==> src/rtl/lcdf_pkg.sv <==
package lcdf_pkg;

    localparam int FRAME_BITS = 9;
    localparam int BIT_CNT_W  = 4;

    localparam logic [BIT_CNT_W-1:0] BIT_FIRST = BIT_CNT_W'(0);
    localparam logic [BIT_CNT_W-1:0] BIT_LAST  = BIT_CNT_W'(FRAME_BITS - 1);

    localparam logic [7:0] PAGE_CMD    = 8'hB0;
    localparam logic [7:0] LOW_NIBBLE  = 8'h0F;
    localparam logic [7:0] HIGH_COLCMD = 8'h10;
    localparam logic [2:0] HIGH_MASK   = 3'h7;

    typedef enum logic [1:0] {
        OP_DATA       = 2'd0,
        OP_CMD        = 2'd1,
        OP_GOTO_PIXEL = 2'd2,
        OP_GOTO_CELL  = 2'd3
    } opcode_t;

    typedef struct packed {
        logic [1:0] opcode;
        logic [7:0] byte_value;
        logic       invert;
        logic [6:0] column;
        logic [3:0] row;
    } in_item_t;

    typedef struct packed {
        logic sda_bit;
        logic is_type_bit;
        logic frame_end;
        logic last;
    } out_item_t;

    typedef struct packed {
        logic       is_data;
        logic [7:0] payload;
        logic       last;
    } frame_t;

endpackage

==> src/rtl/lcdf_in_if.sv <==
interface lcdf_in_if;
    logic               valid;
    logic               ready;
    lcdf_pkg::in_item_t data;

    modport source (output valid, output data, input ready);
    modport sink (input valid, input data, output ready);
endinterface

==> src/rtl/lcdf_out_if.sv <==
interface lcdf_out_if;
    logic                valid;
    logic                ready;
    lcdf_pkg::out_item_t data;

    modport source (output valid, output data, input ready);
    modport sink (input valid, input data, output ready);
endinterface

==> src/rtl/lcd_nine_bit_serial_framer.sv <==
// Channel  Dir  Payload
// item     in   opcode, byte_value, invert, column, row
// result   out  sda_bit, is_type_bit, frame_end, last (one wire bit each)
//
// The back end shifts out one wire bit per cycle while it holds a frame and
// result does not stall; data or command is one frame, a goto three.
// The front end splits a transaction into frames, registers them, and feeds
// a frame queue of QUEUE_DEPTH entries; it takes the next transaction while
// earlier frames are still shifting. Stalls on result hold the output register.
// rst_n clears all control state asynchronously; no clearing pass.
module lcd_nine_bit_serial_framer #(
    parameter int QUEUE_DEPTH = 4
) (
    input  logic       clk,
    input  logic       rst_n,
    lcdf_in_if.sink    item,
    lcdf_out_if.source result
);

    logic             q_wr_valid;
    logic             q_wr_ready;
    lcdf_pkg::frame_t q_wr_frame;
    logic             q_rd_valid;
    logic             q_rd_ready;
    lcdf_pkg::frame_t q_rd_frame;

    lcdf_front u_front (
        .clk        (clk),
        .rst_n      (rst_n),
        .item       (item),
        .push_valid (q_wr_valid),
        .push_ready (q_wr_ready),
        .push_frame (q_wr_frame)
    );

    lcdf_queue #(
        .DEPTH (QUEUE_DEPTH)
    ) u_queue (
        .clk      (clk),
        .rst_n    (rst_n),
        .wr_valid (q_wr_valid),
        .wr_ready (q_wr_ready),
        .wr_frame (q_wr_frame),
        .rd_valid (q_rd_valid),
        .rd_ready (q_rd_ready),
        .rd_frame (q_rd_frame)
    );

    lcdf_back u_back (
        .clk       (clk),
        .rst_n     (rst_n),
        .pop_valid (q_rd_valid),
        .pop_ready (q_rd_ready),
        .pop_frame (q_rd_frame),
        .result    (result)
    );

endmodule

==> src/rtl/lcdf_front.sv <==
module lcdf_front (
    input  logic             clk,
    input  logic             rst_n,
    lcdf_in_if.sink          item,
    output logic             push_valid,
    input  logic             push_ready,
    output lcdf_pkg::frame_t push_frame
);

    lcdf_pkg::frame_t frm_reg [3];
    lcdf_pkg::frame_t frm_next [3];
    logic [1:0]       cnt_reg;
    logic [1:0]       cnt_next;
    lcdf_pkg::frame_t cls [3];
    logic [1:0]       cls_cnt;
    logic [7:0]       col_x;
    logic [7:0]       col6;
    logic             push;
    logic             take;

    assign push_valid = (cnt_reg != 2'd0);
    assign push_frame = frm_reg[0];
    assign push       = push_valid && push_ready;
    assign item.ready = (cnt_reg == 2'd0) || ((cnt_reg == 2'd1) && push_ready);
    assign take       = item.valid && item.ready;

    assign col6 = {item.data.column[5:0], 2'b00} + {item.data.column, 1'b0};

    always_comb
    begin
        col_x   = {1'b0, item.data.column};
        cls_cnt = 2'd1;
        for (int i = 0; i < 3; i++)
        begin
            cls[i] = '0;
        end
        unique case (lcdf_pkg::opcode_t'(item.data.opcode)) inside
            lcdf_pkg::OP_DATA:
            begin
                cls[0].is_data = 1'b1;
                cls[0].payload = item.data.invert ? ~item.data.byte_value
                                                  : item.data.byte_value;
                cls[0].last    = 1'b1;
            end
            lcdf_pkg::OP_CMD:
            begin
                cls[0].payload = item.data.byte_value;
                cls[0].last    = 1'b1;
            end
            lcdf_pkg::OP_GOTO_PIXEL, lcdf_pkg::OP_GOTO_CELL:
            begin
                if (lcdf_pkg::opcode_t'(item.data.opcode) == lcdf_pkg::OP_GOTO_CELL)
                begin
                    col_x = col6;
                end
                cls_cnt        = 2'd3;
                cls[0].payload = lcdf_pkg::PAGE_CMD | {4'h0, item.data.row};
                cls[1].payload = col_x & lcdf_pkg::LOW_NIBBLE;
                cls[2].payload = lcdf_pkg::HIGH_COLCMD
                               | {5'h00, col_x[6:4] & lcdf_pkg::HIGH_MASK};
                cls[2].last    = 1'b1;
            end
            default:
            begin
                cls_cnt = 2'd1;
            end
        endcase
    end

    always_comb
    begin
        cnt_next    = cnt_reg;
        frm_next[0] = frm_reg[0];
        frm_next[1] = frm_reg[1];
        frm_next[2] = frm_reg[2];
        if (take)
        begin
            cnt_next    = cls_cnt;
            frm_next[0] = cls[0];
            frm_next[1] = cls[1];
            frm_next[2] = cls[2];
        end
        else if (push)
        begin
            cnt_next    = cnt_reg - 2'd1;
            frm_next[0] = frm_reg[1];
            frm_next[1] = frm_reg[2];
        end
    end

    always_ff @(posedge clk or negedge rst_n)
    begin
        if (!rst_n)
        begin
            cnt_reg <= 2'd0;
        end
        else
        begin
            cnt_reg <= cnt_next;
        end
    end

    always_ff @(posedge clk)
    begin
        frm_reg[0] <= frm_next[0];
        frm_reg[1] <= frm_next[1];
        frm_reg[2] <= frm_next[2];
    end

endmodule

==> src/rtl/lcdf_queue.sv <==
module lcdf_queue #(
    parameter int DEPTH = 4
) (
    input  logic             clk,
    input  logic             rst_n,
    input  logic             wr_valid,
    output logic             wr_ready,
    input  lcdf_pkg::frame_t wr_frame,
    output logic             rd_valid,
    input  logic             rd_ready,
    output lcdf_pkg::frame_t rd_frame
);

    localparam int PTR_W = (DEPTH > 1) ? $clog2(DEPTH) : 1;
    localparam int CNT_W = $clog2(DEPTH + 1);

    lcdf_pkg::frame_t mem [DEPTH];
    logic [PTR_W-1:0] wr_ptr_reg;
    logic [PTR_W-1:0] wr_ptr_next;
    logic [PTR_W-1:0] rd_ptr_reg;
    logic [PTR_W-1:0] rd_ptr_next;
    logic [CNT_W-1:0] fill_reg;
    logic [CNT_W-1:0] fill_next;
    logic             wr;
    logic             rd;

    assign wr_ready = (fill_reg != CNT_W'(DEPTH));
    assign rd_valid = (fill_reg != CNT_W'(0));
    assign rd_frame = mem[rd_ptr_reg];
    assign wr       = wr_valid && wr_ready;
    assign rd       = rd_valid && rd_ready;

    always_comb
    begin
        wr_ptr_next = wr_ptr_reg;
        rd_ptr_next = rd_ptr_reg;
        fill_next   = fill_reg;
        if (wr)
        begin
            wr_ptr_next = (wr_ptr_reg == PTR_W'(DEPTH - 1)) ? PTR_W'(0)
                                                            : wr_ptr_reg + PTR_W'(1);
        end
        if (rd)
        begin
            rd_ptr_next = (rd_ptr_reg == PTR_W'(DEPTH - 1)) ? PTR_W'(0)
                                                            : rd_ptr_reg + PTR_W'(1);
        end
        if (wr && !rd)
        begin
            fill_next = fill_reg + CNT_W'(1);
        end
        else if (rd && !wr)
        begin
            fill_next = fill_reg - CNT_W'(1);
        end
    end

    always_ff @(posedge clk or negedge rst_n)
    begin
        if (!rst_n)
        begin
            wr_ptr_reg <= '0;
            rd_ptr_reg <= '0;
            fill_reg   <= '0;
        end
        else
        begin
            wr_ptr_reg <= wr_ptr_next;
            rd_ptr_reg <= rd_ptr_next;
            fill_reg   <= fill_next;
        end
    end

    always_ff @(posedge clk)
    begin
        if (wr)
        begin
            mem[wr_ptr_reg] <= wr_frame;
        end
    end

endmodule

==> src/rtl/lcdf_back.sv <==
module lcdf_back (
    input  logic             clk,
    input  logic             rst_n,
    input  logic             pop_valid,
    output logic             pop_ready,
    input  lcdf_pkg::frame_t pop_frame,
    lcdf_out_if.source       result
);

    logic                          active_reg;
    logic                          active_next;
    logic [lcdf_pkg::FRAME_BITS-1:0] shift_reg;
    logic [lcdf_pkg::FRAME_BITS-1:0] shift_next;
    logic [lcdf_pkg::BIT_CNT_W-1:0]  bit_reg;
    logic [lcdf_pkg::BIT_CNT_W-1:0]  bit_next;
    logic                          last_reg;
    logic                          last_next;
    logic                          out_valid_reg;
    logic                          out_valid_next;
    lcdf_pkg::out_item_t           out_data_reg;
    lcdf_pkg::out_item_t           out_data_next;
    logic                          slot_free;
    logic                          emit;
    logic                          done;
    logic                          pop;

    assign slot_free = !out_valid_reg || result.ready;
    assign emit      = active_reg && slot_free;
    assign done      = emit && (bit_reg == lcdf_pkg::BIT_LAST);
    assign pop_ready = !active_reg || done;
    assign pop       = pop_valid && pop_ready;

    assign result.valid = out_valid_reg;
    assign result.data  = out_data_reg;

    always_comb
    begin
        active_next    = active_reg;
        shift_next     = shift_reg;
        bit_next       = bit_reg;
        last_next      = last_reg;
        out_valid_next = out_valid_reg && !result.ready;
        out_data_next  = out_data_reg;
        if (emit)
        begin
            out_valid_next            = 1'b1;
            out_data_next.sda_bit     = shift_reg[lcdf_pkg::FRAME_BITS-1];
            out_data_next.is_type_bit = (bit_reg == lcdf_pkg::BIT_FIRST);
            out_data_next.frame_end   = (bit_reg == lcdf_pkg::BIT_LAST);
            out_data_next.last        = last_reg && (bit_reg == lcdf_pkg::BIT_LAST);
            shift_next                = {shift_reg[lcdf_pkg::FRAME_BITS-2:0], 1'b0};
            bit_next                  = bit_reg + lcdf_pkg::BIT_CNT_W'(1);
        end
        if (pop)
        begin
            active_next = 1'b1;
            shift_next  = {pop_frame.is_data, pop_frame.payload};
            bit_next    = lcdf_pkg::BIT_FIRST;
            last_next   = pop_frame.last;
        end
        else if (done)
        begin
            active_next = 1'b0;
        end
    end

    always_ff @(posedge clk or negedge rst_n)
    begin
        if (!rst_n)
        begin
            active_reg    <= 1'b0;
            out_valid_reg <= 1'b0;
        end
        else
        begin
            active_reg    <= active_next;
            out_valid_reg <= out_valid_next;
        end
    end

    always_ff @(posedge clk)
    begin
        shift_reg    <= shift_next;
        bit_reg      <= bit_next;
        last_reg     <= last_next;
        out_data_reg <= out_data_next;
    end

endmodule

==> src/flat_wrapper.sv <==
// flat-port wrapper written by rule: the top's interface ports become plain ports
module lcd_nine_bit_serial_framer_flat 
#(
    parameter int QUEUE_DEPTH = 4
)
  (clk, rst_n, item_valid, item_data, item_ready, result_valid, result_data, result_ready);
  lcdf_in_if item_i ();
  lcdf_out_if result_i ();
  input  logic clk;
  input  logic rst_n;
  input wire logic [$bits(item_i.valid)-1:0] item_valid;
  input wire logic [$bits(item_i.data)-1:0] item_data;
  output wire logic [$bits(item_i.ready)-1:0] item_ready;
  output wire logic [$bits(result_i.valid)-1:0] result_valid;
  output wire logic [$bits(result_i.data)-1:0] result_data;
  input wire logic [$bits(result_i.ready)-1:0] result_ready;
  assign item_i.valid = item_valid;
  assign item_i.data = item_data;
  assign item_ready = item_i.ready;
  assign result_valid = result_i.valid;
  assign result_data = result_i.data;
  assign result_i.ready = result_ready;
  lcd_nine_bit_serial_framer #(.QUEUE_DEPTH(QUEUE_DEPTH)) u_core (.clk(clk), .rst_n(rst_n), .item(item_i), .result(result_i));
endmodule
==> config.mk <==
export PLATFORM = sky130hd
export DESIGN_NAME = lcd_nine_bit_serial_framer_flat
export DESIGN_NICKNAME = d
export VERILOG_FILES = /design/src/rtl/lcdf_pkg.sv /design/src/rtl/lcdf_in_if.sv /design/src/rtl/lcdf_out_if.sv /design/src/rtl/lcd_nine_bit_serial_framer.sv /design/src/rtl/lcdf_front.sv /design/src/rtl/lcdf_queue.sv /design/src/rtl/lcdf_back.sv /design/src/flat_wrapper.sv
export SDC_FILE = /design/constraint.sdc
export NUM_CORES = 1
export LEC_CHECK = 0
export ABC_CLOCK_PERIOD_IN_PS = 2450
export BUFFER_PORTS_ARGS = -buffer_cell sky130_fd_sc_hd__buf_2
export CAP_MARGIN = 20
export CORE_MARGIN = 2
export CORE_UTILIZATION = 59
export DETAILED_ROUTE_END_ITERATION = 8
export PLACE_DENSITY = 0.9
export SETUP_SLACK_MARGIN = 0.05
export SLEW_MARGIN = 15
export SYNTH_ARGS = -nofsm -noshare
export SYNTH_HDL_FRONTEND = slang
export SYNTH_SLANG_ARGS = --single-unit
==> constraint.sdc <==
create_clock -name clk -period 2.45 [get_ports clk]
set_input_delay 0.3675 -clock clk [delete_from_list [all_inputs] [get_ports clk]]
set_output_delay 0.3675 -clock clk [all_outputs]
set_load 0.005 [all_outputs]
==> results.py, run 1 <==
metrics = {
    "floorplanning": {
        "start_util_pct": 61.2,
        "rows": 29,
        "dieHeight_um": 85.4,
        "die_w_um": 85.4,
        "ios": 32,
        "die_area_um2": 7300,
        "fp.coreArea_um2": 6390,
    },
    "grt": {
        "overflow": 0,
        "use_met1_pct": 24.9,
        "grt_busiest_layer": "met2",
        "antenna_found_initial": 0,
        "grt_pass1_wl_mm": 10.8,
        "grt_usage_pct": 20.0,
        "grt_max_degree": 25,
        "grt_pass1_vias": 2210,
        "use_met3_pct": 4.47,
        "use_met2_pct": 33.2,
    },
    "logic_synthesis": {
        "yosysMostFrequentCell": "edfxtp_1",
        "netlist_top_cells_count": "edfxtp_1 (72), nand2_1 (20), ha_1 (14)",
        "synth.largest_area_cell": "edfxtp_1",
        "synth_fa_ha_area_share_pct": 5.50,
        "synth_xor_area_share_pct": 4.03,
        "muxShareOfSynthArea_pct": 9.44,
        "synth_top_area_share_pct": 55.3,
        "synthDistinctLibCells": 43,
        "synth_ff_type": "edfxtp_1",
        "synth_area_um2": 3910,
        "ys_top_cells_by_area": "edfxtp_1 (55%), dfrtp_1 (7.0%), mux4_2 (5.8%)",
        "synth_nets": 304,
        "avgSynthCellArea_um2": 14.9,
        "synth_top_family_by_area": "multiplexers",
        "ys_seq_area_share_pct": 64.9,
        "synth-edff-count": 72,
        "synth_compound_area_share_pct": 5.53,
        "ys_ff_latch": 88,
        "synthArstFlopShare_pct": 12.5,
        "synth-simple-area-share_pct": 7.71,
        "yosys_warnings": 0,
        "syn_inst": 262,
    },
    "cells_and_area": {
        "n_antenna_cell": 0,
        "multi_input_area_um2": 1280,
        "fillers": 448,
        "area_growth_pct": 11.7,
        "ff_latch_area_um2": 2540,
        "layout-drive-gt1-share_pct": 27.5,
        "post-route-util_pct": 68.4,
        "largest_reg_flops": 40,
        "fin_nets": 342,
    },
    "power_and_ir_drop": {
        "peakVddDrop_mv": 0.602,
        "power_per_cell_area_nw_per_um2": 1240,
        "p_leak_nw": 1.72,
    },
    "sta": {
        "fin_crit_sh_pct": 92.8,
        "drv_slew": 0,
        "fin_worst_skew_ns": 0.0110,
        "worst_pin_slew_ns": 0.533,
        "timing.fmax_mhz": 440,
        "relSlewSlack_pct": 64.4,
        "rsz0062_at_grt": "false",
        "setup_viol": 0,
        "setup_tns_ns": 0,
        "hold_violations": 0,
        "period_minus_slack_ns": 2.27,
    },
    "routing": {
        "drcViolationCount": 0,
        "vias": 2167,
        "avgRoutedWirePerCell_um": 17.4,
        "via_per_inst": 5.67,
        "drt_iter0_markers": 158,
        "ant_nets": 0,
        "first_pass_iters": 4,
        "wirelength_mm": 6.64,
    },
    "placed_design": {
        "io_buffer_count": 31,
        "hpwl_mm": 4.58,
        "gp_congestion": 0.767,
    },
    "min_path": {
        "hold_class": "in2reg",
        "holdPathStages": 3,
    },
    "cts": {
        "clock_tree.buffer_depth": 2,
        "cts.htree.levels": 3,
        "cts_tree": "done",
        "cts_buffers": 9,
        "clock_latency_ns": 0.34,
        "cts-root-buf": "clkbuf_8",
        "cts.sinks": 88,
        "path_clk_slew_ns": 0.08,
    },
    "critical_path": {
        "worstPathArrival_ns": 2.55,
        "worst_setup_path_end_kind": "flip-flop",
        "crit_required_ns": 2.72,
        "reg2regPathDepth": 11,
        "critPathMaxFanout": 3,
        "critical_path_class": "reg2reg",
        "r2r_slack_ns": 0.18,
        "crit_path_start_kind": "flip-flop",
    },
    "run_status": {
        "outcome": "finished, final reports clean",
    },
    "flow_run": {
        "max_cap_violations": 0,
    },
}
final cells by class:
type | instances | share of cell area (%)
tap | 77 | 2.20
multi-input combinational | 149 | 29.3
sequential | 88 | 58.1
inverter | 15 | 1.35
clock buffer | 14 | 4.21
timing repair buffer | 37 | 4.64
clock inverter | 2 | 0.229
where the power goes:
group          switching, mW  total [mW]  internal (mW)
clock network          0.477       0.962          0.484
registers              0.314        2.76           2.44
logic                  0.898        1.70          0.801
total                   1.69        5.42           3.73
worst paths after layout:
check                                                       from                                     endpoint
max                        u_core.u_back.bit_reg[0]$_SDFFE_PP0P_       u_core.u_queue.fill_reg[2]$_DFFE_PN0P_
max in group asynchronous                                  rst_n     u_core.u_queue.rd_ptr_reg[1]$_DFFE_PN0P_
min in group asynchronous                                  rst_n         u_core.u_back.result.valid$_DFF_PN0_
min                                                 item_data[9]  u_core.u_front.frm_reg[0][22]$_SDFFCE_PP0P_
min reg2reg                 u_core.u_back.shift_reg[8]$_DFFE_PP_       u_core.u_back.result.data[3]$_DFFE_PP_
max reg2reg                u_core.u_back.bit_reg[0]$_SDFFE_PP0P_       u_core.u_queue.fill_reg[2]$_DFFE_PN0P_
worst max-delay path: stages, from the launching register on:
cell and delay [ns]:
dfxtp_2 0.34, inv_1 0.07, ha_1 0.21, and3b_2 0.22, a21bo_2 0.24, nand2b_4 0.10
ha_4 0.15, inv_1 0.05, fa_1 0.37, xor2_1 0.17, nor2_1 0.12, xor2_1 0.15
kinds of logic after synthesis:
group,after synthesis
adder cells (fa/ha/maj),16
buffers and inverters,25
flip-flops,88
multiplexers,23
AO/OA/AOI/OAI,31
AND/OR/NAND/NOR,61
XOR/XNOR,18
metal layers:
metal	vias up	share of wire [%]	routed length, µm
li1	1036	-	-
met4	0	2.4	158
met2	70	53	3490
met5	-	0	0
met3	14	4.5	302
met1	1047	41	2690
per-stage QoR:
step	power, mW	hold WS (ns)	setup slack [ns]	cell area [µm²]	std cells
after floorplan	3.91	0.0719	0.179	3910	262
after global placement	4.26	0.251	0.280	4150	365
after detailed placement	4.44	0.255	0.115	4150	365
after CTS	5.41	0.344	0.0951	4350	382
after global routing	5.75	0.371	0.0698	4370	382
final	5.42	0.359	0.176	4370	382
repair_timing:
action	in CTS	in global routing
buffers inserted	0	0
gates resized for setup	0	6
hold buffers	1	0
hold endpoints to repair	11	0
endpoints found under the setup margin	0	1
layout by cell type, fill, tap and decap left out, drive strengths merged, types with 2 or more instances in the layout:
master and instances:
buf 36, a21oi 5, xnor2 10, fa 2, mux2 11, edfxtp 72
ha 14, and2 6, mux4 10, nand3 4, and3 2, nand2b 4
nor2 13, xor2 8, a21o 3, nand2 20, a22o 4, a32o 3
inv 15, mux2i 2, o21ai 12, nor2b 3, dfxtp 5, dfrtp 11
or3 2, clkbuf 14, nor3 3, clkinv 2
No activity file was read; power rests on OpenSTA's default activity.
==> run 2, diff against run 1 <==
--- a/config.mk
+++ b/config.mk
@@ -8,12 +8,14 @@
 export ABC_CLOCK_PERIOD_IN_PS = 2450
 export BUFFER_PORTS_ARGS = -buffer_cell sky130_fd_sc_hd__buf_2
 export CAP_MARGIN = 20
+export CELL_PAD_IN_SITES_DETAIL_PLACEMENT = 0
+export CELL_PAD_IN_SITES_GLOBAL_PLACEMENT = 2
 export CORE_MARGIN = 2
-export CORE_UTILIZATION = 59
+export CORE_UTILIZATION = 43
 export DETAILED_ROUTE_END_ITERATION = 8
 export PLACE_DENSITY = 0.9
 export SETUP_SLACK_MARGIN = 0.05
-export SLEW_MARGIN = 15
+export SLEW_MARGIN = 20
 export SYNTH_ARGS = -nofsm -noshare
 export SYNTH_HDL_FRONTEND = slang
 export SYNTH_SLANG_ARGS = --single-unit
==> run 2 against run 1 <==
First-iteration DRC count fell by 65%; total power fell by 1.4%; clock skew barely moved; critical endpoint unchanged.
==> results.py, run 2 (synthesis gave the netlist of run 1 again) <==
metrics = {
    "grt": {
        "grt_pass1_wl_mm": 10.6,
        "grt_max_degree": 25,
        "grt_usage_pct": 14.0,
        "grt_pass1_vias": 2119,
        "antenna_found_initial": 0,
        "overflow": 0,
    },
    "cts": {
        "cts-root-buf": "clkbuf_8",
        "cts.sinks": 88,
        "clock_latency_ns": 0.34,
        "cts_buffers": 9,
        "path_clk_slew_ns": 0.09,
        "cts.htree.levels": 3,
        "cts_tree": "done",
        "clock_tree.buffer_depth": 2,
        "postCtsSetupBuffers": 0,
    },
    "sta": {
        "setup_ws_ns": 0.219,
        "rsz0062_at_grt": "false",
        "setup_viol": 0,
        "timing.fmax_mhz": 448,
        "period_minus_slack_ns": 2.23,
        "relSlewSlack_pct": 64.0,
        "fin_crit_sh_pct": 91.1,
        "worst_pin_slew_ns": 0.539,
        "fin_worst_skew_ns": 0.0108,
        "setup_tns_ns": 0,
        "hold_violations": 0,
        "drv_slew": 0,
    },
    "routing": {
        "drcViolationCount": 0,
        "drt_iter0_markers": 56,
        "avgRoutedWirePerCell_um": 15.1,
        "via_per_inst": 5.07,
        "vias": 2098,
        "ant_nets": 0,
        "wirelength_mm": 6.24,
        "first_pass_iters": 4,
    },
    "run_status": {
        "outcome": "finished, final reports clean",
    },
    "critical_path": {
        "crit_required_ns": 2.72,
        "reg2reg_from": "u_core.u_back.bit_reg[0]$_SDFFE_PP0P_",
        "crit_path_start_kind": "flip-flop",
        "worst_setup_path_end_kind": "flip-flop",
        "worstPathArrival_ns": 2.50,
        "setup.worst_path.start": "u_core.u_back.bit_reg[0]$_SDFFE_PP0P_",
        "critPathMaxFanout": 3,
        "critical_path_class": "reg2reg",
    },
    "cells_and_area": {
        "n_antenna_cell": 0,
        "area_growth_pct": 12.9,
        "mostFrequentLayoutCells": "edfxtp_1 (72), buf_2 (31), nand2_1 (20)",
        "fin_nets": 343,
        "final_common_cell": "edfxtp_1",
        "final_design_area_no_fill_um2": 4420,
        "largest_reg_flops": 40,
        "layout-drive-gt1-share_pct": 27.8,
    },
    "floorplanning": {
        "die_area_um2": 9870,
        "dieHeight_um": 99.4,
        "die_w_um": 99.4,
        "rows": 34,
        "fp.coreArea_um2": 8760,
        "ios": 32,
        "start_util_pct": 44.6,
    },
    "placed_design": {
        "placed_area_um2": 4190,
        "gp_congestion": 0.737,
        "io_buffer_count": 31,
        "dp_slack_ns": 0.185,
        "hpwl_mm": 4.33,
    },
    "min_path": {
        "hold_class": "in2reg",
        "min_from": "item_data[9]",
    },
    "power_and_ir_drop": {
        "power_per_cell_area_nw_per_um2": 1210,
        "peakVddDrop_mv": 0.366,
        "p_leak_nw": 1.72,
    },
    "flow_run": {
        "max_cap_violations": 0,
    },
}
run 2: changes by cell type in the layout (fill, tap and decap cells not counted), sizes merged:
cell	before	now
clkinvlp	0	1
clkinv	2	4
buf	36	37
bufinv	0	1
clkbuf	14	10
run 2: worst paths after layout:
kind                                                               end  slack (ns)  cells past startpoint
setup / recovery                u_core.u_queue.fill_reg[2]$_DFFE_PN0P_        0.22                     11
setup reg to reg                u_core.u_queue.fill_reg[2]$_DFFE_PN0P_        0.22                     11
hold / removal             u_core.u_front.frm_reg[0][22]$_SDFFCE_PP0P_        0.37                      3
hold reg to reg                 u_core.u_back.result.data[3]$_DFFE_PP_        0.43                      0
min in group asynchronous         u_core.u_back.active_reg$_DFFE_PN0P_        0.42                      2
max in group asynchronous     u_core.u_queue.rd_ptr_reg[1]$_DFFE_PN0P_        1.83                      2
run 2: timing repair:
item	4_1_cts	5_1_grt
setup endpoints to repair	0	1
hold endpoints to repair	11	0
gates resized for setup	0	7
hold buffers	1	0
run 2: area by class of cell:
class                           count  area (µm²)
Clock inverter                      6        60.1
Clock buffer                       10         128
Timing Repair Buffer               38         210
Multi-Input combinational cell    149        1280
Fill cell                         753        4350
Sequential cell                    88        2540
Tap cell                          108         135
Inverter                           15        58.8
run 2: where the power goes:
| group | total (mW) | switching [mW] | internal (mW) |
|---|---|---|---|
| combinational | 1.65 | 0.849 | 0.803 |
| sequential | 2.74 | 0.300 | 2.44 |
| clock | 0.946 | 0.479 | 0.467 |
| total | 5.34 | 1.63 | 3.71 |
run 2: routing by layer:
metal / wire [µm] / track usage [%] / share of wire (%) / up-vias
met2: 3110 / 22.5 / 50 / 36
met5: 0 / 0 / 0 / -
met3: 168 / 2.46 / 2.7 / 6
met4: 102 / 6.64 / 1.6 / 0
li1: - / - / - / 1034
met1: 2860 / 18.7 / 46 / 1022
run 2: through the flow:
step	instances	total power [mW]	hold slack [ns]	utilization, %
detailed placement	397	4.41	0.256	47.8
global placement	397	4.33	0.253	47.8
CTS	414	5.37	0.355	50.1
finish	414	5.34	0.366	50.4
global route	414	5.74	0.384	50.4
floorplan	262	3.91	0.0719	-
run 2: worst max-delay path: stages, from the launching register on:
cell and delay, ns:
dfxtp_2 0.34, inv_1 0.06, ha_1 0.20, and3b_2 0.22
a21bo_4 0.23, nand2b_4 0.09, ha_4 0.14, inv_1 0.05
fa_1 0.37, xor2_1 0.17, nor2_1 0.14, xor2_1 0.15
==> run 3, diff against run 2 <==
--- a/config.mk
+++ b/config.mk
@@ -5,15 +5,16 @@
 export SDC_FILE = /design/constraint.sdc
 export NUM_CORES = 1
 export LEC_CHECK = 0
-export ABC_CLOCK_PERIOD_IN_PS = 2450
+export ABC_CLOCK_PERIOD_IN_PS = 2650
 export BUFFER_PORTS_ARGS = -buffer_cell sky130_fd_sc_hd__buf_2
 export CAP_MARGIN = 20
 export CELL_PAD_IN_SITES_DETAIL_PLACEMENT = 0
 export CELL_PAD_IN_SITES_GLOBAL_PLACEMENT = 2
 export CORE_MARGIN = 2
-export CORE_UTILIZATION = 43
+export CORE_UTILIZATION = 46
+export CTS_CLUSTER_DIAMETER = 150
 export DETAILED_ROUTE_END_ITERATION = 8
-export PLACE_DENSITY = 0.9
+export PLACE_DENSITY = 0.95
 export SETUP_SLACK_MARGIN = 0.05
 export SLEW_MARGIN = 20
 export SYNTH_ARGS = -nofsm -noshare
==> constraint.sdc (replaced) <==
create_clock -name clk -period 2.65 [get_ports clk]
set_input_delay 0.3975 -clock clk [delete_from_list [all_inputs] [get_ports clk]]
set_output_delay 0.3975 -clock clk [all_outputs]
set_load 0.005 [all_outputs]
==> run 3 against run 2 <==
Clock skew is 0.0025 ns lower; total power is 7.6% lower; largest cell class unchanged; global-route usage is 1.2 points higher; final area is 0.51% lower; worst setup slack better by 0.17 ns; largest power group unchanged; combinational power is 11% lower; core utilization is 3.1 points higher.
==> results.py, run 3 (synthesis gave the netlist of run 1 again) <==
metrics = {
    "placed_design": {
        "placed_area_um2": 4180,
        "io_buffer_count": 31,
        "gp_congestion": 0.765,
        "hpwl_mm": 4.26,
    },
    "critical_path": {
        "r2r-end": "u_core.u_queue.fill_reg[2]$_DFFE_PN0P_",
        "crit_path_start_kind": "flip-flop",
        "critPathMaxFanout": 3,
        "worst_setup_path_end_kind": "flip-flop",
        "critical_path_class": "reg2reg",
        "worstPathArrival_ns": 2.54,
        "r2r_slack_ns": 0.39,
        "reg2reg_from": "u_core.u_back.bit_reg[0]$_SDFFE_PP0P_",
        "reg2regPathDepth": 11,
        "crit_required_ns": 2.93,
    },
    "routing": {
        "via_per_inst": 5.13,
        "avgRoutedWirePerCell_um": 14.7,
        "vias": 2105,
        "wirelength_mm": 6.03,
        "drcViolationCount": 0,
        "first_pass_iters": 4,
        "ant_nets": 0,
        "drt_iter0_markers": 91,
    },
    "cts": {
        "cts_tree": "done",
        "post_cts_resized": 0,
        "cts.sinks": 88,
        "cts-root-buf": "clkbuf_8",
        "cts.htree.levels": 3,
        "cts_hold_buffers": 1,
        "cts_buffers": 9,
        "postCtsSetupBuffers": 0,
        "clock_latency_ns": 0.35,
        "path_clk_slew_ns": 0.09,
        "clock_tree.buffer_depth": 2,
    },
    "cells_and_area": {
        "fin_nets": 342,
        "final_common_cell": "edfxtp_1",
        "n_antenna_cell": 0,
        "mostFrequentLayoutCells": "edfxtp_1 (72), buf_2 (31), nand2_1 (20)",
        "final_design_area_no_fill_um2": 4390,
        "largest_reg_flops": 40,
        "area_growth_pct": 12.3,
        "layout-drive-gt1-share_pct": 26.9,
    },
    "sta": {
        "drv_slew": 0,
        "rsz0062_at_grt": "false",
        "timing.fmax_mhz": 442,
        "fin_worst_skew_ns": 0.00831,
        "worst_pin_slew_ns": 0.527,
        "setup_tns_ns": 0,
        "hold_violations": 0,
        "hold-worst-slack_ns": 0.361,
        "fin_crit_sh_pct": 85.4,
        "setup_viol": 0,
        "relSlewSlack_pct": 64.9,
        "period_minus_slack_ns": 2.26,
    },
    "floorplanning": {
        "die_area_um2": 9260,
        "dieHeight_um": 96.2,
        "fp.coreArea_um2": 8220,
        "rows": 33,
        "start_util_pct": 47.6,
        "ios": 32,
        "die_w_um": 96.2,
    },
    "grt": {
        "grt_busiest_layer": "met2",
        "grt_pass1_vias": 2149,
        "grt_max_degree": 25,
        "grt_pass1_wl_mm": 10.2,
        "overflow": 0,
        "use_met3_pct": 3.13,
        "use_met1_pct": 18.8,
        "use_met2_pct": 24.5,
        "grt_usage_pct": 15.2,
        "antenna_found_initial": 0,
    },
    "power_and_ir_drop": {
        "power_per_cell_area_nw_per_um2": 1120,
        "peakVddDrop_mv": 0.411,
        "p_leak_nw": 1.71,
    },
    "flow_run": {
        "max_cap_violations": 0,
    },
    "min_path": {
        "holdPathStages": 3,
        "hold_class": "in2reg",
        "min_from": "item_data[9]",
        "min_to": "u_core.u_front.frm_reg[0][22]$_SDFFCE_PP0P_",
    },
    "run_status": {
        "outcome": "finished, final reports clean",
    },
}
[run 3: cell count changes in the layout (fill, tap and decap cells not counted), sizes merged]
cell,before,now
buf,37,36
clkinvlp,1,4
clkinv,4,0
inv,15,17
clkbuf,10,9
[run 3: area by class of cell]
cell class	count	area, µm²
fill	698	3820
sequential	88	2540
clock buffer	9	124
inverter	15	58.8
timing repair buffer	37	203
clock inverter	7	80.1
multi-input combinational	149	1260
tap	105	131
[run 3: stage by stage]
step	power [mW]	util (%)	setup WS, ns	instances
floorplan	3.62	-	0.379	262
global placement	3.97	50.9	0.462	393
detailed placement	4.06	50.9	0.401	393
CTS	4.99	53.5	0.378	410
global route	5.28	53.5	0.145	410
finish	4.93	53.5	0.387	410
[run 3: worst max-delay path, stage by stage, from the launching register on]
cell	delay, ns
dfxtp_1	0.35
inv_1	0.07
ha_1	0.20
and3b_1	0.20
a21bo_2	0.24
nand2b_2	0.10
ha_1	0.18
inv_1	0.06
fa_1	0.37
xor2_1	0.16
nor2_1	0.11
xor2_1	0.14
[run 3: routing by layer]
metal / up-vias / routed length [µm]
li1: 1035 / -
met1: 1010 / 2630
met2: 44 / 3000
met3: 16 / 206
met4: 0 / 185
met5: - / 0
[run 3: worst max-delay path by stage]
| stage | from | end | slack (ns) | depth (start not counted) |
|---|---|---|---|---|
| after floorplan | u_core.u_front.cnt_reg[0]$_DFFE_PN0P_ | u_core.u_queue.fill_reg[2]$_DFFE_PN0P_ | 0.38 | 11 |
| after global placement | u_core.u_back.bit_reg[0]$_SDFFE_PP0P_ | u_core.u_queue.fill_reg[2]$_DFFE_PN0P_ | 0.46 | 11 |
| after detailed placement | u_core.u_back.bit_reg[0]$_SDFFE_PP0P_ | u_core.u_queue.fill_reg[2]$_DFFE_PN0P_ | 0.40 | 11 |
| after CTS | u_core.u_back.bit_reg[0]$_SDFFE_PP0P_ | u_core.u_queue.fill_reg[2]$_DFFE_PN0P_ | 0.38 | 11 |
| after global routing | u_core.u_back.bit_reg[0]$_SDFFE_PP0P_ | u_core.u_queue.fill_reg[2]$_DFFE_PN0P_ | 0.14 | 11 |
| final | u_core.u_back.bit_reg[0]$_SDFFE_PP0P_ | u_core.u_queue.fill_reg[2]$_DFFE_PN0P_ | 0.39 | 11 |
[run 3: where the power goes]
part           total [mW]  switching (mW)  internal, mW
combinational        1.47           0.764         0.708
clock               0.933           0.488         0.445
sequential           2.53           0.274          2.25
